==> src/design/rssi_histogram_noise_floor_top_assert.svh <==
// Assertion macros for the RSSI histogram noise-floor block.
// Used by rssi_histogram_noise_floor_top; expects clk_i and rst_ni in scope.
`ifndef RSSI_HISTOGRAM_NOISE_FLOOR_TOP_ASSERT_SVH
`define RSSI_HISTOGRAM_NOISE_FLOOR_TOP_ASSERT_SVH

// Same-cycle implication, disabled while in reset
`define RHNF_AST_IMPL(label, ante, cons) \
  label: assert property (@(posedge clk_i) disable iff (!rst_ni) (ante) |-> (cons)) \
    else $error("rhnf assertion failed");

// Next-cycle implication, disabled while in reset
`define RHNF_AST_NEXT(label, ante, cons) \
  label: assert property (@(posedge clk_i) disable iff (!rst_ni) (ante) |=> (cons)) \
    else $error("rhnf assertion failed");

`endif

==> src/design/rhnf_pkg.sv <==
// Shared types and constants of the RSSI histogram noise-floor block.
// No dependencies; imported by rhnf_front, rhnf_back and the top level.
package rhnf_pkg;

  localparam int SAMPLE_W   = 10;
  localparam int MIN_W      = 9;
  localparam int BWID_W     = 6;
  localparam int FLOOR_W    = 12;
  localparam int COUNT_W    = 16;
  localparam int DIFF_W     = 11;
  localparam int QUOT_W     = 10;
  localparam int REM_W      = 7;
  localparam int CFG_IDX_W  = 2;
  localparam int CFG_DATA_W = 9;

  // register indexes of the configuration port
  localparam logic [CFG_IDX_W-1:0] CFG_IDX_HIST_MIN  = 2'd0;
  localparam logic [CFG_IDX_W-1:0] CFG_IDX_BIN_WIDTH = 2'd1;

  localparam logic [MIN_W-1:0]   HIST_MIN_RST  = 9'h160;  // -160
  localparam logic [BWID_W-1:0]  BIN_WIDTH_RST = 6'd2;
  localparam logic [COUNT_W-1:0] MIN_FOR_VALID = 16'd100;
  localparam logic [COUNT_W-1:0] COUNT_MAX     = 16'hFFFF;
  localparam logic [7:0]         ANALYSE_MASK  = 8'hFF;

  typedef struct packed {
    logic signed [MIN_W-1:0] hist_min;
    logic [BWID_W-1:0]       bin_width;
  } cfg_t;

  // status from the back end
  typedef struct packed {
    logic clr_done;   // bin store sweep finished
    logic analysing;  // peak search or floor update in progress
  } back_stat_t;

  // zero width is treated as one
  function automatic logic [BWID_W-1:0] eff_width(input logic [BWID_W-1:0] w);
    return (w == '0) ? BWID_W'(1) : w;
  endfunction

endpackage

==> src/design/rhnf_front.sv <==
// Front end: accepts samples and computes the clamped bin index.
// Bin = (sample - hist_min) / width via a bit-serial restoring divider. Uses rhnf_pkg.
module rhnf_front #(
  parameter int NUM_BINS = 64,
  parameter int BIN_W    = 6
) (
  input  logic                                  clk_i,
  input  logic                                  rst_ni,
  input  rhnf_pkg::cfg_t                        cfg_i,
  input  logic                                  en_i,
  input  logic                                  s_valid_i,
  output logic                                  s_ready_o,
  input  logic                                  s_chan_i,
  input  logic signed [rhnf_pkg::SAMPLE_W-1:0]  s_sample_i,
  output logic                                  q_valid_o,
  input  logic                                  q_ready_i,
  output logic                                  q_chan_o,
  output logic [BIN_W-1:0]                      q_bin_o
);
  import rhnf_pkg::*;

  localparam logic [1:0] F_IDLE = 2'd0;
  localparam logic [1:0] F_DIV  = 2'd1;
  localparam logic [1:0] F_PUSH = 2'd2;
  localparam int CNT_W = $clog2(QUOT_W);
  localparam logic [CNT_W-1:0] CNT_LAST = CNT_W'(QUOT_W - 1);
  localparam logic [QUOT_W-1:0] BIN_LAST = QUOT_W'(NUM_BINS - 1);

  logic [1:0]             state_q, state_d;
  logic [CNT_W-1:0]       cnt_q;
  logic [QUOT_W-1:0]      num_q, quot_q;
  logic [REM_W-1:0]       rem_q;
  logic [BWID_W-1:0]      wid_q;
  logic                   chan_q;
  logic signed [DIFF_W-1:0] diff;
  logic [REM_W-1:0]       trial;
  logic                   qbit;
  logic                   accept;

  // difference from the lower histogram edge
  assign diff = {{(DIFF_W-SAMPLE_W){s_sample_i[SAMPLE_W-1]}}, s_sample_i}
              - {{(DIFF_W-MIN_W){cfg_i.hist_min[MIN_W-1]}}, cfg_i.hist_min};

  // one quotient bit per cycle
  assign trial = {rem_q[REM_W-2:0], num_q[QUOT_W-1]};
  assign qbit  = (trial >= {1'b0, wid_q});

  assign s_ready_o = en_i && (state_q == F_IDLE);
  assign accept    = s_valid_i && s_ready_o;
  assign q_valid_o = (state_q == F_PUSH);
  assign q_chan_o  = chan_q;
  assign q_bin_o   = (quot_q > BIN_LAST) ? BIN_LAST[BIN_W-1:0] : quot_q[BIN_W-1:0];

  // next state
  always_comb begin
    state_d = state_q;
    unique case (state_q)
      F_IDLE: if (accept) state_d = F_DIV;
      F_DIV:  if (cnt_q == CNT_LAST) state_d = F_PUSH;
      F_PUSH: if (q_ready_i) state_d = F_IDLE;
      default: state_d = F_IDLE;
    endcase
  end

  always_ff @(posedge clk_i or negedge rst_ni) begin
    if (!rst_ni) begin
      state_q <= F_IDLE;
    end else begin
      state_q <= state_d;
    end
  end

  // divider datapath
  always_ff @(posedge clk_i) begin
    if (accept) begin
      chan_q <= s_chan_i;
      num_q  <= diff[DIFF_W-1] ? '0 : diff[QUOT_W-1:0];
      rem_q  <= '0;
      quot_q <= '0;
      cnt_q  <= '0;
      wid_q  <= eff_width(cfg_i.bin_width);
    end else if (state_q == F_DIV) begin
      num_q  <= {num_q[QUOT_W-2:0], 1'b0};
      rem_q  <= qbit ? (trial - {1'b0, wid_q}) : trial;
      quot_q <= {quot_q[QUOT_W-2:0], qbit};
      cnt_q  <= cnt_q + CNT_W'(1);
    end
  end

endmodule

==> src/design/rhnf_fifo.sv <==
// Two-entry queue between the front and back ends.
// Generic payload width; no package dependency.
module rhnf_fifo #(
  parameter int W = 7
) (
  input  logic         clk_i,
  input  logic         rst_ni,
  input  logic         wr_valid_i,
  output logic         wr_ready_o,
  input  logic [W-1:0] wr_data_i,
  output logic         rd_valid_o,
  input  logic         rd_ready_i,
  output logic [W-1:0] rd_data_o
);

  logic [W-1:0] mem_q [2];
  logic         wptr_q, rptr_q;
  logic [1:0]   cnt_q;
  logic         push, pop;

  assign wr_ready_o = (cnt_q != 2'd2);
  assign rd_valid_o = (cnt_q != 2'd0);
  assign rd_data_o  = mem_q[rptr_q];
  assign push       = wr_valid_i && wr_ready_o;
  assign pop        = rd_valid_o && rd_ready_i;

  // pointers and fill count
  always_ff @(posedge clk_i or negedge rst_ni) begin
    if (!rst_ni) begin
      wptr_q <= 1'b0;
      rptr_q <= 1'b0;
      cnt_q  <= 2'd0;
    end else begin
      if (push) wptr_q <= ~wptr_q;
      if (pop)  rptr_q <= ~rptr_q;
      cnt_q <= cnt_q + {1'b0, push} - {1'b0, pop};
    end
  end

  always_ff @(posedge clk_i) begin
    if (push) mem_q[wptr_q] <= wr_data_i;
  end

endmodule

==> src/design/rhnf_back.sv <==
// Back end: bin count store, per-channel totals, peak search and floor update.
// Holds the result register of the output stream. Uses rhnf_pkg.
module rhnf_back #(
  parameter int NUM_BINS = 64,
  parameter int BIN_W    = 6
) (
  input  logic                                 clk_i,
  input  logic                                 rst_ni,
  input  rhnf_pkg::cfg_t                       cfg_i,
  output rhnf_pkg::back_stat_t                 stat_o,
  input  logic                                 q_valid_i,
  output logic                                 q_ready_o,
  input  logic                                 q_chan_i,
  input  logic [BIN_W-1:0]                     q_bin_i,
  output logic                                 m_valid_o,
  input  logic                                 m_ready_i,
  output logic                                 m_chan_o,
  output logic signed [rhnf_pkg::FLOOR_W-1:0]  m_floor_o,
  output logic                                 m_fvalid_o,
  output logic                                 m_analysed_o
);
  import rhnf_pkg::*;

  localparam logic [2:0] B_CLEAR = 3'd0;
  localparam logic [2:0] B_IDLE  = 3'd1;
  localparam logic [2:0] B_UPD   = 3'd2;
  localparam logic [2:0] B_SCAN  = 3'd3;
  localparam logic [2:0] B_DRAIN = 3'd4;
  localparam logic [2:0] B_MUL   = 3'd5;
  localparam logic [2:0] B_FLOOR = 3'd6;

  localparam int ADDR_W    = BIN_W + 1;
  localparam int MEM_DEPTH = 2 ** ADDR_W;
  localparam int PROD_W    = BIN_W + BWID_W;
  localparam int SUM_W     = (PROD_W + 2 > FLOOR_W + 1) ? PROD_W + 2 : FLOOR_W + 1;
  localparam logic [ADDR_W-1:0] ADDR_LAST = ADDR_W'(MEM_DEPTH - 1);
  localparam logic [BIN_W-1:0]  SCAN_LAST = BIN_W'(NUM_BINS - 1);
  localparam logic signed [SUM_W-1:0] FLOOR_MAX_S =
    {{(SUM_W-FLOOR_W+1){1'b0}}, {(FLOOR_W-1){1'b1}}};
  localparam logic signed [SUM_W-1:0] FLOOR_MIN_S =
    {{(SUM_W-FLOOR_W+1){1'b1}}, {(FLOOR_W-1){1'b0}}};

  logic [2:0]               state_q, state_d;
  logic [COUNT_W-1:0]       mem [MEM_DEPTH];
  logic [COUNT_W-1:0]       rd_q;
  logic                     we, re;
  logic [ADDR_W-1:0]        waddr, raddr;
  logic [COUNT_W-1:0]       wdata;
  logic [ADDR_W-1:0]        clr_addr_q;
  logic                     chan_q;
  logic [BIN_W-1:0]         bin_q;
  logic [COUNT_W-1:0]       tot_q [2];
  logic signed [FLOOR_W-1:0] floor_q [2];
  logic                     fvalid_q [2];
  logic [COUNT_W-1:0]       total_d;
  logic                     trig, short_run;
  logic [BIN_W-1:0]         scan_idx_q, cmp_idx_q, peak_q;
  logic                     cmp_vld_q;
  logic [COUNT_W-1:0]       best_q;
  logic [PROD_W-1:0]        prod_q;
  logic [BWID_W-1:0]        wid;
  logic signed [SUM_W-1:0]  sum;
  logic signed [FLOOR_W-1:0] floor_new;
  logic                     pop;
  logic                     m_valid_q, m_chan_q, m_fvalid_q, m_analysed_q;
  logic signed [FLOOR_W-1:0] m_floor_q;

  assign wid = eff_width(cfg_i.bin_width);

  // handshake with the queue and status
  assign q_ready_o        = (state_q == B_IDLE) && !m_valid_q;
  assign pop              = q_valid_i && q_ready_o;
  assign stat_o.clr_done  = (state_q != B_CLEAR);
  assign stat_o.analysing = (state_q == B_SCAN) || (state_q == B_DRAIN) ||
                            (state_q == B_MUL)  || (state_q == B_FLOOR);

  // counter update and analysis trigger
  assign total_d   = tot_q[chan_q] + COUNT_W'(1);
  assign trig      = ((total_d[7:0] & ANALYSE_MASK) == 8'h00);
  assign short_run = (total_d < MIN_FOR_VALID);

  // floor = min + peak * width + width / 2, saturated
  assign sum = {{(SUM_W-MIN_W){cfg_i.hist_min[MIN_W-1]}}, cfg_i.hist_min}
             + {{(SUM_W-PROD_W){1'b0}}, prod_q}
             + {{(SUM_W-BWID_W+1){1'b0}}, wid[BWID_W-1:1]};

  always_comb begin
    if (sum > FLOOR_MAX_S) begin
      floor_new = FLOOR_MAX_S[FLOOR_W-1:0];
    end else if (sum < FLOOR_MIN_S) begin
      floor_new = FLOOR_MIN_S[FLOOR_W-1:0];
    end else begin
      floor_new = sum[FLOOR_W-1:0];
    end
  end

  // memory port control and next state
  always_comb begin
    state_d = state_q;
    we      = 1'b0;
    waddr   = {chan_q, bin_q};
    wdata   = (rd_q == COUNT_MAX) ? rd_q : rd_q + COUNT_W'(1);
    re      = 1'b0;
    raddr   = {q_chan_i, q_bin_i};
    unique case (state_q)
      B_CLEAR: begin
        we    = 1'b1;
        waddr = clr_addr_q;
        wdata = '0;
        if (clr_addr_q == ADDR_LAST) state_d = B_IDLE;
      end
      B_IDLE: begin
        re = pop;
        if (pop) state_d = B_UPD;
      end
      B_UPD: begin
        we = 1'b1;
        if (trig && !short_run) state_d = B_SCAN;
        else                    state_d = B_IDLE;
      end
      B_SCAN: begin
        re    = 1'b1;
        raddr = {chan_q, scan_idx_q};
        if (scan_idx_q == SCAN_LAST) state_d = B_DRAIN;
      end
      B_DRAIN: state_d = B_MUL;
      B_MUL:   state_d = B_FLOOR;
      B_FLOOR: state_d = B_IDLE;
      default: state_d = B_IDLE;
    endcase
  end

  // bin count store, registered read
  always_ff @(posedge clk_i) begin
    if (we) mem[waddr] <= wdata;
    if (re) rd_q <= mem[raddr];
  end

  // control state, per-channel state and result register
  always_ff @(posedge clk_i or negedge rst_ni) begin
    if (!rst_ni) begin
      state_q     <= B_CLEAR;
      clr_addr_q  <= '0;
      cmp_vld_q   <= 1'b0;
      m_valid_q   <= 1'b0;
      tot_q[0]    <= '0;
      tot_q[1]    <= '0;
      floor_q[0]  <= '0;
      floor_q[1]  <= '0;
      fvalid_q[0] <= 1'b0;
      fvalid_q[1] <= 1'b0;
    end else begin
      state_q   <= state_d;
      cmp_vld_q <= (state_q == B_SCAN);
      if (state_q == B_CLEAR) clr_addr_q <= clr_addr_q + ADDR_W'(1);
      if (m_valid_q && m_ready_i) m_valid_q <= 1'b0;
      if (state_q == B_UPD) begin
        tot_q[chan_q] <= total_d;
        if (trig && short_run) fvalid_q[chan_q] <= 1'b0;
        if (!(trig && !short_run)) m_valid_q <= 1'b1;
      end
      if (state_q == B_FLOOR) begin
        floor_q[chan_q]  <= floor_new;
        fvalid_q[chan_q] <= 1'b1;
        m_valid_q        <= 1'b1;
      end
    end
  end

  // item, peak search and result payload
  always_ff @(posedge clk_i) begin
    if (pop) begin
      chan_q <= q_chan_i;
      bin_q  <= q_bin_i;
    end
    if (state_q == B_UPD) begin
      scan_idx_q   <= '0;
      best_q       <= '0;
      peak_q       <= '0;
      m_chan_q     <= chan_q;
      m_floor_q    <= floor_q[chan_q];
      m_fvalid_q   <= trig ? 1'b0 : fvalid_q[chan_q];
      m_analysed_q <= trig;
    end
    if (state_q == B_SCAN) begin
      scan_idx_q <= scan_idx_q + BIN_W'(1);
      cmp_idx_q  <= scan_idx_q;
    end
    // first bin with the highest count wins
    if (cmp_vld_q && (rd_q > best_q)) begin
      best_q <= rd_q;
      peak_q <= cmp_idx_q;
    end
    if (state_q == B_MUL) prod_q <= PROD_W'(peak_q) * PROD_W'(wid);
    if (state_q == B_FLOOR) begin
      m_floor_q    <= floor_new;
      m_fvalid_q   <= 1'b1;
      m_analysed_q <= 1'b1;
    end
  end

  assign m_valid_o    = m_valid_q;
  assign m_chan_o     = m_chan_q;
  assign m_floor_o    = m_floor_q;
  assign m_fvalid_o   = m_fvalid_q;
  assign m_analysed_o = m_analysed_q;

endmodule

==> src/design/rssi_histogram_noise_floor_top.sv <==
// Top level of the two-channel RSSI histogram noise-floor estimator.
// Uses rhnf_pkg, rhnf_front, rhnf_fifo, rhnf_back and the assertion macro header.

// Each accepted sample (channel in tuser, dBm in tdata) is binned and counted in
// that channel's histogram and produces exactly one result: the channel's current
// noise floor, its valid flag and whether this sample ran a peak analysis. The
// front end takes a new sample only after its bit-serial bin divider has handed
// the last one to the queue. The back end reads and rewrites each sample's bin
// count on the single read port of the bin count memory and takes the next one
// only when idle; every 256th sample of a channel adds a peak search over that
// channel's bins. A two-entry queue separates the two ends and a result register
// holds the output, so new samples are taken while a result waits. After reset
// all 2 * 2**clog2(NUM_BINS) entries of the bin memory (128 at the default) are
// cleared, during which s_axis_tready stays low; configuration writes are accepted
// at any time but must only be made while no sample is in flight.
`include "rssi_histogram_noise_floor_top_assert.svh"

module rssi_histogram_noise_floor_top #(
  parameter int NUM_BINS = 64
) (
  input  logic                                clk_i,
  input  logic                                rst_ni,
  // configuration write port
  input  logic                                cfg_we_i,
  input  logic [rhnf_pkg::CFG_IDX_W-1:0]      cfg_idx_i,
  input  logic [rhnf_pkg::CFG_DATA_W-1:0]     cfg_wdata_i,
  // sample stream
  input  logic                                s_axis_tvalid,
  output logic                                s_axis_tready,
  input  logic [15:0]                         s_axis_tdata,  // [9:0] rssi_sample
  input  logic [0:0]                          s_axis_tuser,  // [0] channel
  // result stream
  output logic                                m_axis_tvalid,
  input  logic                                m_axis_tready,
  output logic [15:0]                         m_axis_tdata,  // [11:0] noise_floor
  output logic [2:0]                          m_axis_tuser   // [0] out_channel,
                                                             // [1] floor_valid, [2] analysed
);
  import rhnf_pkg::*;

  localparam int BIN_W = $clog2(NUM_BINS);
  localparam int QW    = BIN_W + 1;

  cfg_t        cfg_q;
  back_stat_t  stat;
  logic        fq_valid, fq_ready, bq_valid, bq_ready;
  logic        fq_chan, bq_chan;
  logic [BIN_W-1:0] fq_bin, bq_bin;
  logic [QW-1:0]    bq_data;
  logic        out_chan, out_fvalid, out_analysed;
  logic signed [FLOOR_W-1:0] out_floor;

  // configuration registers
  always_ff @(posedge clk_i or negedge rst_ni) begin
    if (!rst_ni) begin
      cfg_q.hist_min  <= HIST_MIN_RST;
      cfg_q.bin_width <= BIN_WIDTH_RST;
    end else if (cfg_we_i) begin
      if (cfg_idx_i == CFG_IDX_HIST_MIN) begin
        cfg_q.hist_min <= cfg_wdata_i[MIN_W-1:0];
      end else if (cfg_idx_i == CFG_IDX_BIN_WIDTH) begin
        cfg_q.bin_width <= cfg_wdata_i[BWID_W-1:0];
      end
    end
  end

  rhnf_front #(
    .NUM_BINS (NUM_BINS),
    .BIN_W    (BIN_W)
  ) u_front (
    .clk_i      (clk_i),
    .rst_ni     (rst_ni),
    .cfg_i      (cfg_q),
    .en_i       (stat.clr_done),
    .s_valid_i  (s_axis_tvalid),
    .s_ready_o  (s_axis_tready),
    .s_chan_i   (s_axis_tuser[0]),
    .s_sample_i (s_axis_tdata[SAMPLE_W-1:0]),
    .q_valid_o  (fq_valid),
    .q_ready_i  (fq_ready),
    .q_chan_o   (fq_chan),
    .q_bin_o    (fq_bin)
  );

  rhnf_fifo #(
    .W (QW)
  ) u_fifo (
    .clk_i      (clk_i),
    .rst_ni     (rst_ni),
    .wr_valid_i (fq_valid),
    .wr_ready_o (fq_ready),
    .wr_data_i  ({fq_chan, fq_bin}),
    .rd_valid_o (bq_valid),
    .rd_ready_i (bq_ready),
    .rd_data_o  (bq_data)
  );

  assign bq_chan = bq_data[QW-1];
  assign bq_bin  = bq_data[BIN_W-1:0];

  rhnf_back #(
    .NUM_BINS (NUM_BINS),
    .BIN_W    (BIN_W)
  ) u_back (
    .clk_i        (clk_i),
    .rst_ni       (rst_ni),
    .cfg_i        (cfg_q),
    .stat_o       (stat),
    .q_valid_i    (bq_valid),
    .q_ready_o    (bq_ready),
    .q_chan_i     (bq_chan),
    .q_bin_i      (bq_bin),
    .m_valid_o    (m_axis_tvalid),
    .m_ready_i    (m_axis_tready),
    .m_chan_o     (out_chan),
    .m_floor_o    (out_floor),
    .m_fvalid_o   (out_fvalid),
    .m_analysed_o (out_analysed)
  );

  assign m_axis_tdata = {4'b0000, out_floor};
  assign m_axis_tuser = {out_analysed, out_fvalid, out_chan};

  // no samples taken before the bin store is cleared
  `RHNF_AST_IMPL(a_ready_after_clear, s_axis_tready, stat.clr_done)
  // divider is busy for the cycle after a transaction
  `RHNF_AST_NEXT(a_busy_after_accept, s_axis_tvalid && s_axis_tready, !s_axis_tready)
  // result register stays empty while a peak search runs
  `RHNF_AST_IMPL(a_no_result_in_scan, stat.analysing, !m_axis_tvalid)

endmodule
==> config.mk <==
export PLATFORM = sky130hd
export DESIGN_NAME = rssi_histogram_noise_floor_top
export DESIGN_NICKNAME = d
export VERILOG_FILES = /design/src/design/rhnf_pkg.sv /design/src/design/rhnf_front.sv /design/src/design/rhnf_fifo.sv /design/src/design/rhnf_back.sv /design/src/design/rssi_histogram_noise_floor_top.sv
export VERILOG_INCLUDE_DIRS = /design/src /design/src/design
export SDC_FILE = /design/constraint.sdc
export NUM_CORES = 2
export LEC_CHECK = 0
export ABC_AREA = 1
export BUFFER_PORTS_ARGS = -buffer_cell sky130_fd_sc_hd__buf_2
export CAP_MARGIN = 20
export CELL_PAD_IN_SITES_DETAIL_PLACEMENT = 1
export CELL_PAD_IN_SITES_GLOBAL_PLACEMENT = 1
export CORE_MARGIN = 1.5
export CORE_UTILIZATION = 49
export CTS_BUF_LIST = sky130_fd_sc_hd__clkbuf_8
export CTS_CLUSTER_SIZE = 25
export DETAILED_ROUTE_END_ITERATION = 8
export PLACE_DENSITY_LB_ADDON = 0.1
export SETUP_SLACK_MARGIN = 0.2
export SYNTH_ARGS = -nofsm -noshare
export SYNTH_HDL_FRONTEND = slang
export SYNTH_HIERARCHICAL = 1
export SYNTH_SLANG_ARGS = --single-unit
==> constraint.sdc <==
create_clock -name clk_i -period 7.1 [get_ports clk_i]
set_input_delay 0.355 -clock clk_i [delete_from_list [all_inputs] [get_ports clk_i]]
set_output_delay 0.355 -clock clk_i [all_outputs]
set_load 0.03 [all_outputs]
# After elaboration in Yosys (flattened, before gate mapping)
# Memory sizes are Yosys's and may differ from the RTL's. A register that Yosys moved wholly into a read port is not among the register bits.
# Cells that the tools add are included.
# totals
ff_bits	196
mem_bits_rw	2062
elab_cells	169
input_bits	33
output_inout_bits	21
mem_count	2
# classes
mux	59
n_reduce_logical	28
n_bitwise	7
order_cmp	8
n_eq_ne	20
add_sub_neg	11
n_mul	1
# mem_list
memory	words	word_bits	read_ports	rd_ports_with_merged_regs	write_ports	line	rtl
u_back.mem	128	16	1	1	1	rhnf_back.sv:44	logic [COUNT_W-1:0] mem [MEM_DEPTH];
u_fifo.mem_q	2	7	1	0	1	rhnf_fifo.sv:16	logic [W-1:0] mem_q [2];
# op_table
cell	count
$mux 16	8
$mux 12	8
$mux 6	6
$add 16x1->16 const B	2
$bwmux 32	1
$mux 10	3
$bwmux 24	1
$pmux 3 s6	1
$demux 16 s1	1
$eq 16x16->1 const B	1
$gt 16x16->1	1
$lt 16x7->1 const B	1
$add 14x5->14	1
$add 9x13->14	1
$gt 14x12->1 const B	1
$lt 14x12->1 const B	1
$mux 1	14
$mux 2	7
$mux 7	2
$demux 12 s1	1
$mul 6x6->12	1
$sub 10x9->11	1
$gt 10x6->1 const B	1
$logic_and 1x1->1	10
other kinds (38)	59

# Logic depth before layout (Yosys ltp)
# depth
depth_word	11
mapped_depth	21

# By module
# Netlist, hierarchy kept.
# by_module_without_submodules
module	area_per_inst_um2	seq_area_each_um2	cells_each	n_inst
rhnf_back	92079.6	65753.1	7993	1
rhnf_front	2556.2	960.9	345	1
rhnf_fifo	757.0	520.5	68	1
rssi_histogram_noise_floor_top	710.7	380.4	75	1

# Worst setup path before layout
# Ideal clock, no wire load.
# synth_path
kind	reg2reg
start	register u_back.rd_q[1], read port of u_back.mem
end	memory u_back.mem[0][8] (data pin)
synth_period_minus_slack_ns	7.699
stages_incl_launch_ff	8
arrival_ns	6.470
slack_ns	-0.599
setup_ns	1.229
path_cell_list	edfxtp_1 -> ha_1 -> nand2_1 -> nor3_1 -> nand3_1 -> nor2_1 -> nor3_1 -> a211oi_1
# synth_via
elab_chain_len	3
word_cells_on_any_way	4
cone_classes	add/sub: 1; eq/ne: 1; mux: 2
# synth_lines
item	line	rtl
start, declared	rhnf_back.sv:45	logic [COUNT_W-1:0] rd_q;
$add 16x1->16 or $eq 16x16->1 (tied branches)	rhnf_back.sv:102	wdata = (rd_q == COUNT_MAX) ? rd_q : rd_q + COUNT_W'(1);
$mux 16 (*)	rhnf_back.sv:102	
$mux 16 (*)	rhnf_back.sv:105	unique case (state_q)
net u_back.wdata[8]	rhnf_back.sv:48	logic [COUNT_W-1:0] wdata;
end, declared	rhnf_back.sv:44	
# Mark *: on every way through the listed nets, which the timed path passes. The rest lies on a longest branch.

# Final worst setup path
# layout_path
start	register u_fifo.rptr_q
end	register u_back.rd_q[0], read port of u_back.mem (data pin)
# layout_via
elab_chain_len	2
# layout_lines
item	line	rtl
start, declared	rhnf_fifo.sv:17	logic wptr_q, rptr_q;
start signal, assigned	rhnf_fifo.sv:35	if (pop) rptr_q <= ~rptr_q;
$mem_v2 2x7	-	
net bq_data[0]	rssi_histogram_noise_floor_top.sv:49	logic [QW-1:0] bq_data;
$mux 7	rhnf_back.sv:105	
# The timed path passes the listed nets, and every way through them passes these cells.
# A chain may end at the register's enable or synchronous reset.

==> summary.txt <==
iteration-0 DRC count of the detailed router = 6594
total wire length = 290.4 mm
Total Nets Final = 8824
NetSw = 0.005851 W
Hold Path Stages = 2
commonest non-fill, non-tap cell in the layout = nand2_1
DRC viols = 0
slowest CP cell = buf_4
Clock Sinks = 2274
Starting Density = 0.4934
worst min path class = primary input to flop
Critical Path Fanout Max = 103
Clk pwr share = 0.406
Largest stage delay, worst path = 0.69 ns
Worst EP required = 8.00 ns
drt pass-1 iters = 5
Slew @ Worst Pin = 1.136 ns
count of final hold-check violations = 0
Die H = 445.9 um
Syn Inst Count = 8480
syn avg cell area = 11.33 um^2
vias per cell = 5.830
RR Endpoint = u_back/rd_q[0]$_DFFE_PP_
Worst VDD drop = 0.0001713 V
Slew Limit Headroom = 0.2430
worst r2r src = u_fifo/rptr_q$_DFFE_PN0P_
Clock Tree Buf Depth = 4
Pint = 0.02021 W
WHS Endpoint = u_front/q_chan_o$_DFFE_PP_
combinational fraction of design power = 0.035
switching part of the total power = 0.2245
CTS clk-pin slew, worst paths = 0.06 ns
WL per Instance = 25.04 um
Die W = 445.9 um
Critical Path AT = 5.69 ns
Setup Skew = 0.07473 ns
worst hold slack = 0.1074 ns
CP bufs+invs = 4
CTS buffer count = 396
core outline area = 0.1948 mm^2
global-route wire length before repair = 436.1 mm
Cell Rows = 162
vias = 67610
vias in the first global route = 69670
Root Buffer = clkbuf_8
gr ovfl total = 0
pwr/cell area = 244.0 mW/mm^2
GRT met1 Usage = 0.3978
Worst path most repeated cell = nand3_1
M3 GR Usage = 0.04683
antenna viol nets, final = 0
CP delay by family, top = simple AND/OR/NAND/NOR gates
antenna violations before repair = 8
die footprint = 0.1988 mm^2
CTS tree = yes
Critical Path Sink Type = flop
Leak = 38.14 nW
GRT Max-Usage Layer = met2
fraction of layout cells with a size suffix above 1 = 0.09078
Flop pwr share = 0.559
Max Cap Viol = 0
critical hold path startpoint = s_axis_tuser
commonest non-fill, non-tap cells in the layout = 2459 x nand2_1, 2301 x nand3_1, 2161 x edfxtp_1
fin. max-slew vios = 0
htree depth = 5
RD Place Congestion = 0.8602
Critical Path Source Type = flop
Setup CP Type = flop to flop
Area Overhead vs Synth = 11.17%
status = complete, no violations
Worst-Skew Late Latency = 1.09 ns
Finish-stage setup viols = 0
overall track demand over capacity in global routing = 0.2916
Mapped Area = 0.09610 mm^2
Buffers on Ports = 43
Tmin final = 4.793 ns
TNS Setup = 0 ns
GR Util met2 = 0.4717
cts repair resizes = 0
RSZ-0062 raised after global routing = false
HPWL after detailed placement = 162.4 mm
Register-to-Register Path Depth = 16
Top Ports = 54
crit path cell chain = inv_4, nand2_1, nand2_1, inv_1, nand2_4, nand2_8, inv_8, buf_4, nand2_1, nand3_1, nand3_1, nand3_1, nand3_1, nand3_1, nand3_1, nand2_1
r2r setup slk = 2.31 ns
Synth warnings = 6
largest net degree at the start of global routing = 158
Max Clock Freq = 208.6 MHz
Final Cycle Share = 0.6751
## worst max-delay path by stage
stage	startpoint	endpoint	slack, ns	cells past startpoint
after floorplan	u_back/rd_q[1]$_DFFE_PP_	u_back/mem[0][4]$_DFFE_PP_	1.18	9
after global placement	u_back/state_q[1]$_DFFE_PN0P_	u_back/rd_q[5]$_DFFE_PP_	2.40	14
after detailed placement	u_back/state_q[1]$_DFFE_PN0P_	u_back/rd_q[6]$_DFFE_PP_	2.35	14
after CTS	u_back/state_q[1]$_DFFE_PN0P_	u_back/rd_q[5]$_DFFE_PP_	2.31	14
after global routing	u_back/state_q[1]$_DFFE_PN0P_	u_back/rd_q[1]$_DFFE_PP_	1.99	14
final	u_fifo/rptr_q$_DFFE_PN0P_	u_back/rd_q[0]$_DFFE_PP_	2.31	16
## power by group through the flow
stage	clock (W)	sequential (W)	combinational [W]
after floorplan	0	0.0148	0.000687
after detailed placement	0	0.0148	0.000883
final	0.0106	0.0146	0.000913
after CTS	0.0108	0.0146	0.000918
after global routing	0.0113	0.0146	0.00105
after global placement	0	0.0148	0.000853
## metrics by stage
stage | instance area [um^2] | utilization | setup slack (ns) | cells | total power, W
6_report | 106800 | 0.5484 | 2.307 | 11600 | 0.02606
2_1_floorplan | 96140 | - | 1.182 | 8483 | 0.01550
3_5_place_dp | 99480 | 0.5107 | 2.346 | 10860 | 0.01572
5_1_grt | 106800 | 0.5484 | 1.988 | 11600 | 0.02692
3_3_place_gp | 99480 | 0.5107 | 2.398 | 10860 | 0.01569
4_1_cts | 106700 | 0.5476 | 2.307 | 11590 | 0.02628
## state kept, by name (all words and copies together) (netlist names), 4 cells and up
| signal | count |
|---|---|
| u_back/m_floor_o | 12 |
| u_front/wid_q | 6 |
| u_back/prod_q | 12 |
| u_back/rd_q | 16 |
| u_back/floor_q | 24 |
| u_back/best_q | 16 |
| u_back/clr_addr_q | 7 |
| u_back/tot_q | 32 |
| cfg_q | 15 |
| u_fifo/mem_q | 14 |
| u_front/quot_q | 10 |
| u_back/scan_idx_q | 6 |
| u_front/num_q | 10 |
| u_back/cmp_idx_q | 6 |
| u_front/rem_q | 6 |
| u_front/cnt_q | 4 |
| u_back/peak_q | 6 |
| u_back/mem | 2048 |
| u_back/bin_q | 6 |
## cell type report
class,count,area [um^2]
antenna,6,15.01
clock buffer,410,5643
clock inverter,268,1089
fill,20290,87960
inverter,280,1091
multi-input combinational,5397,25220
sequential,2274,67610
tap,2624,3283
timing repair buffer,338,2880
## metal layers
layer / vias up / wire, um
met5: - / 11
met4: 2 / 10390
met3: 574 / 20410
met2: 2347 / 137800
met1: 34480 / 121800
li1: 30210 / -
## repair_timing
item                                   CTS  global route
endpoints found under the hold margin  129             0
setup buffers                            0             0
hold buffers                            46             0
## worst register-to-register path, stage by stage, from the launching register on
cell and delay (ns):
dfrtp_1 0.53, inv_4 0.18, nand2_1 0.06, nand2_1 0.12
inv_1 0.09, nand2_4 0.45, nand2_8 0.34, inv_8 0.59
buf_4 0.91, nand2_1 0.17, nand3_1 0.10, nand3_1 0.12
nand3_1 0.18, nand3_1 0.20, nand3_1 0.23, nand3_1 0.23
nand2_1 0.15
Note: power is estimated with default switching activity, not from simulation.
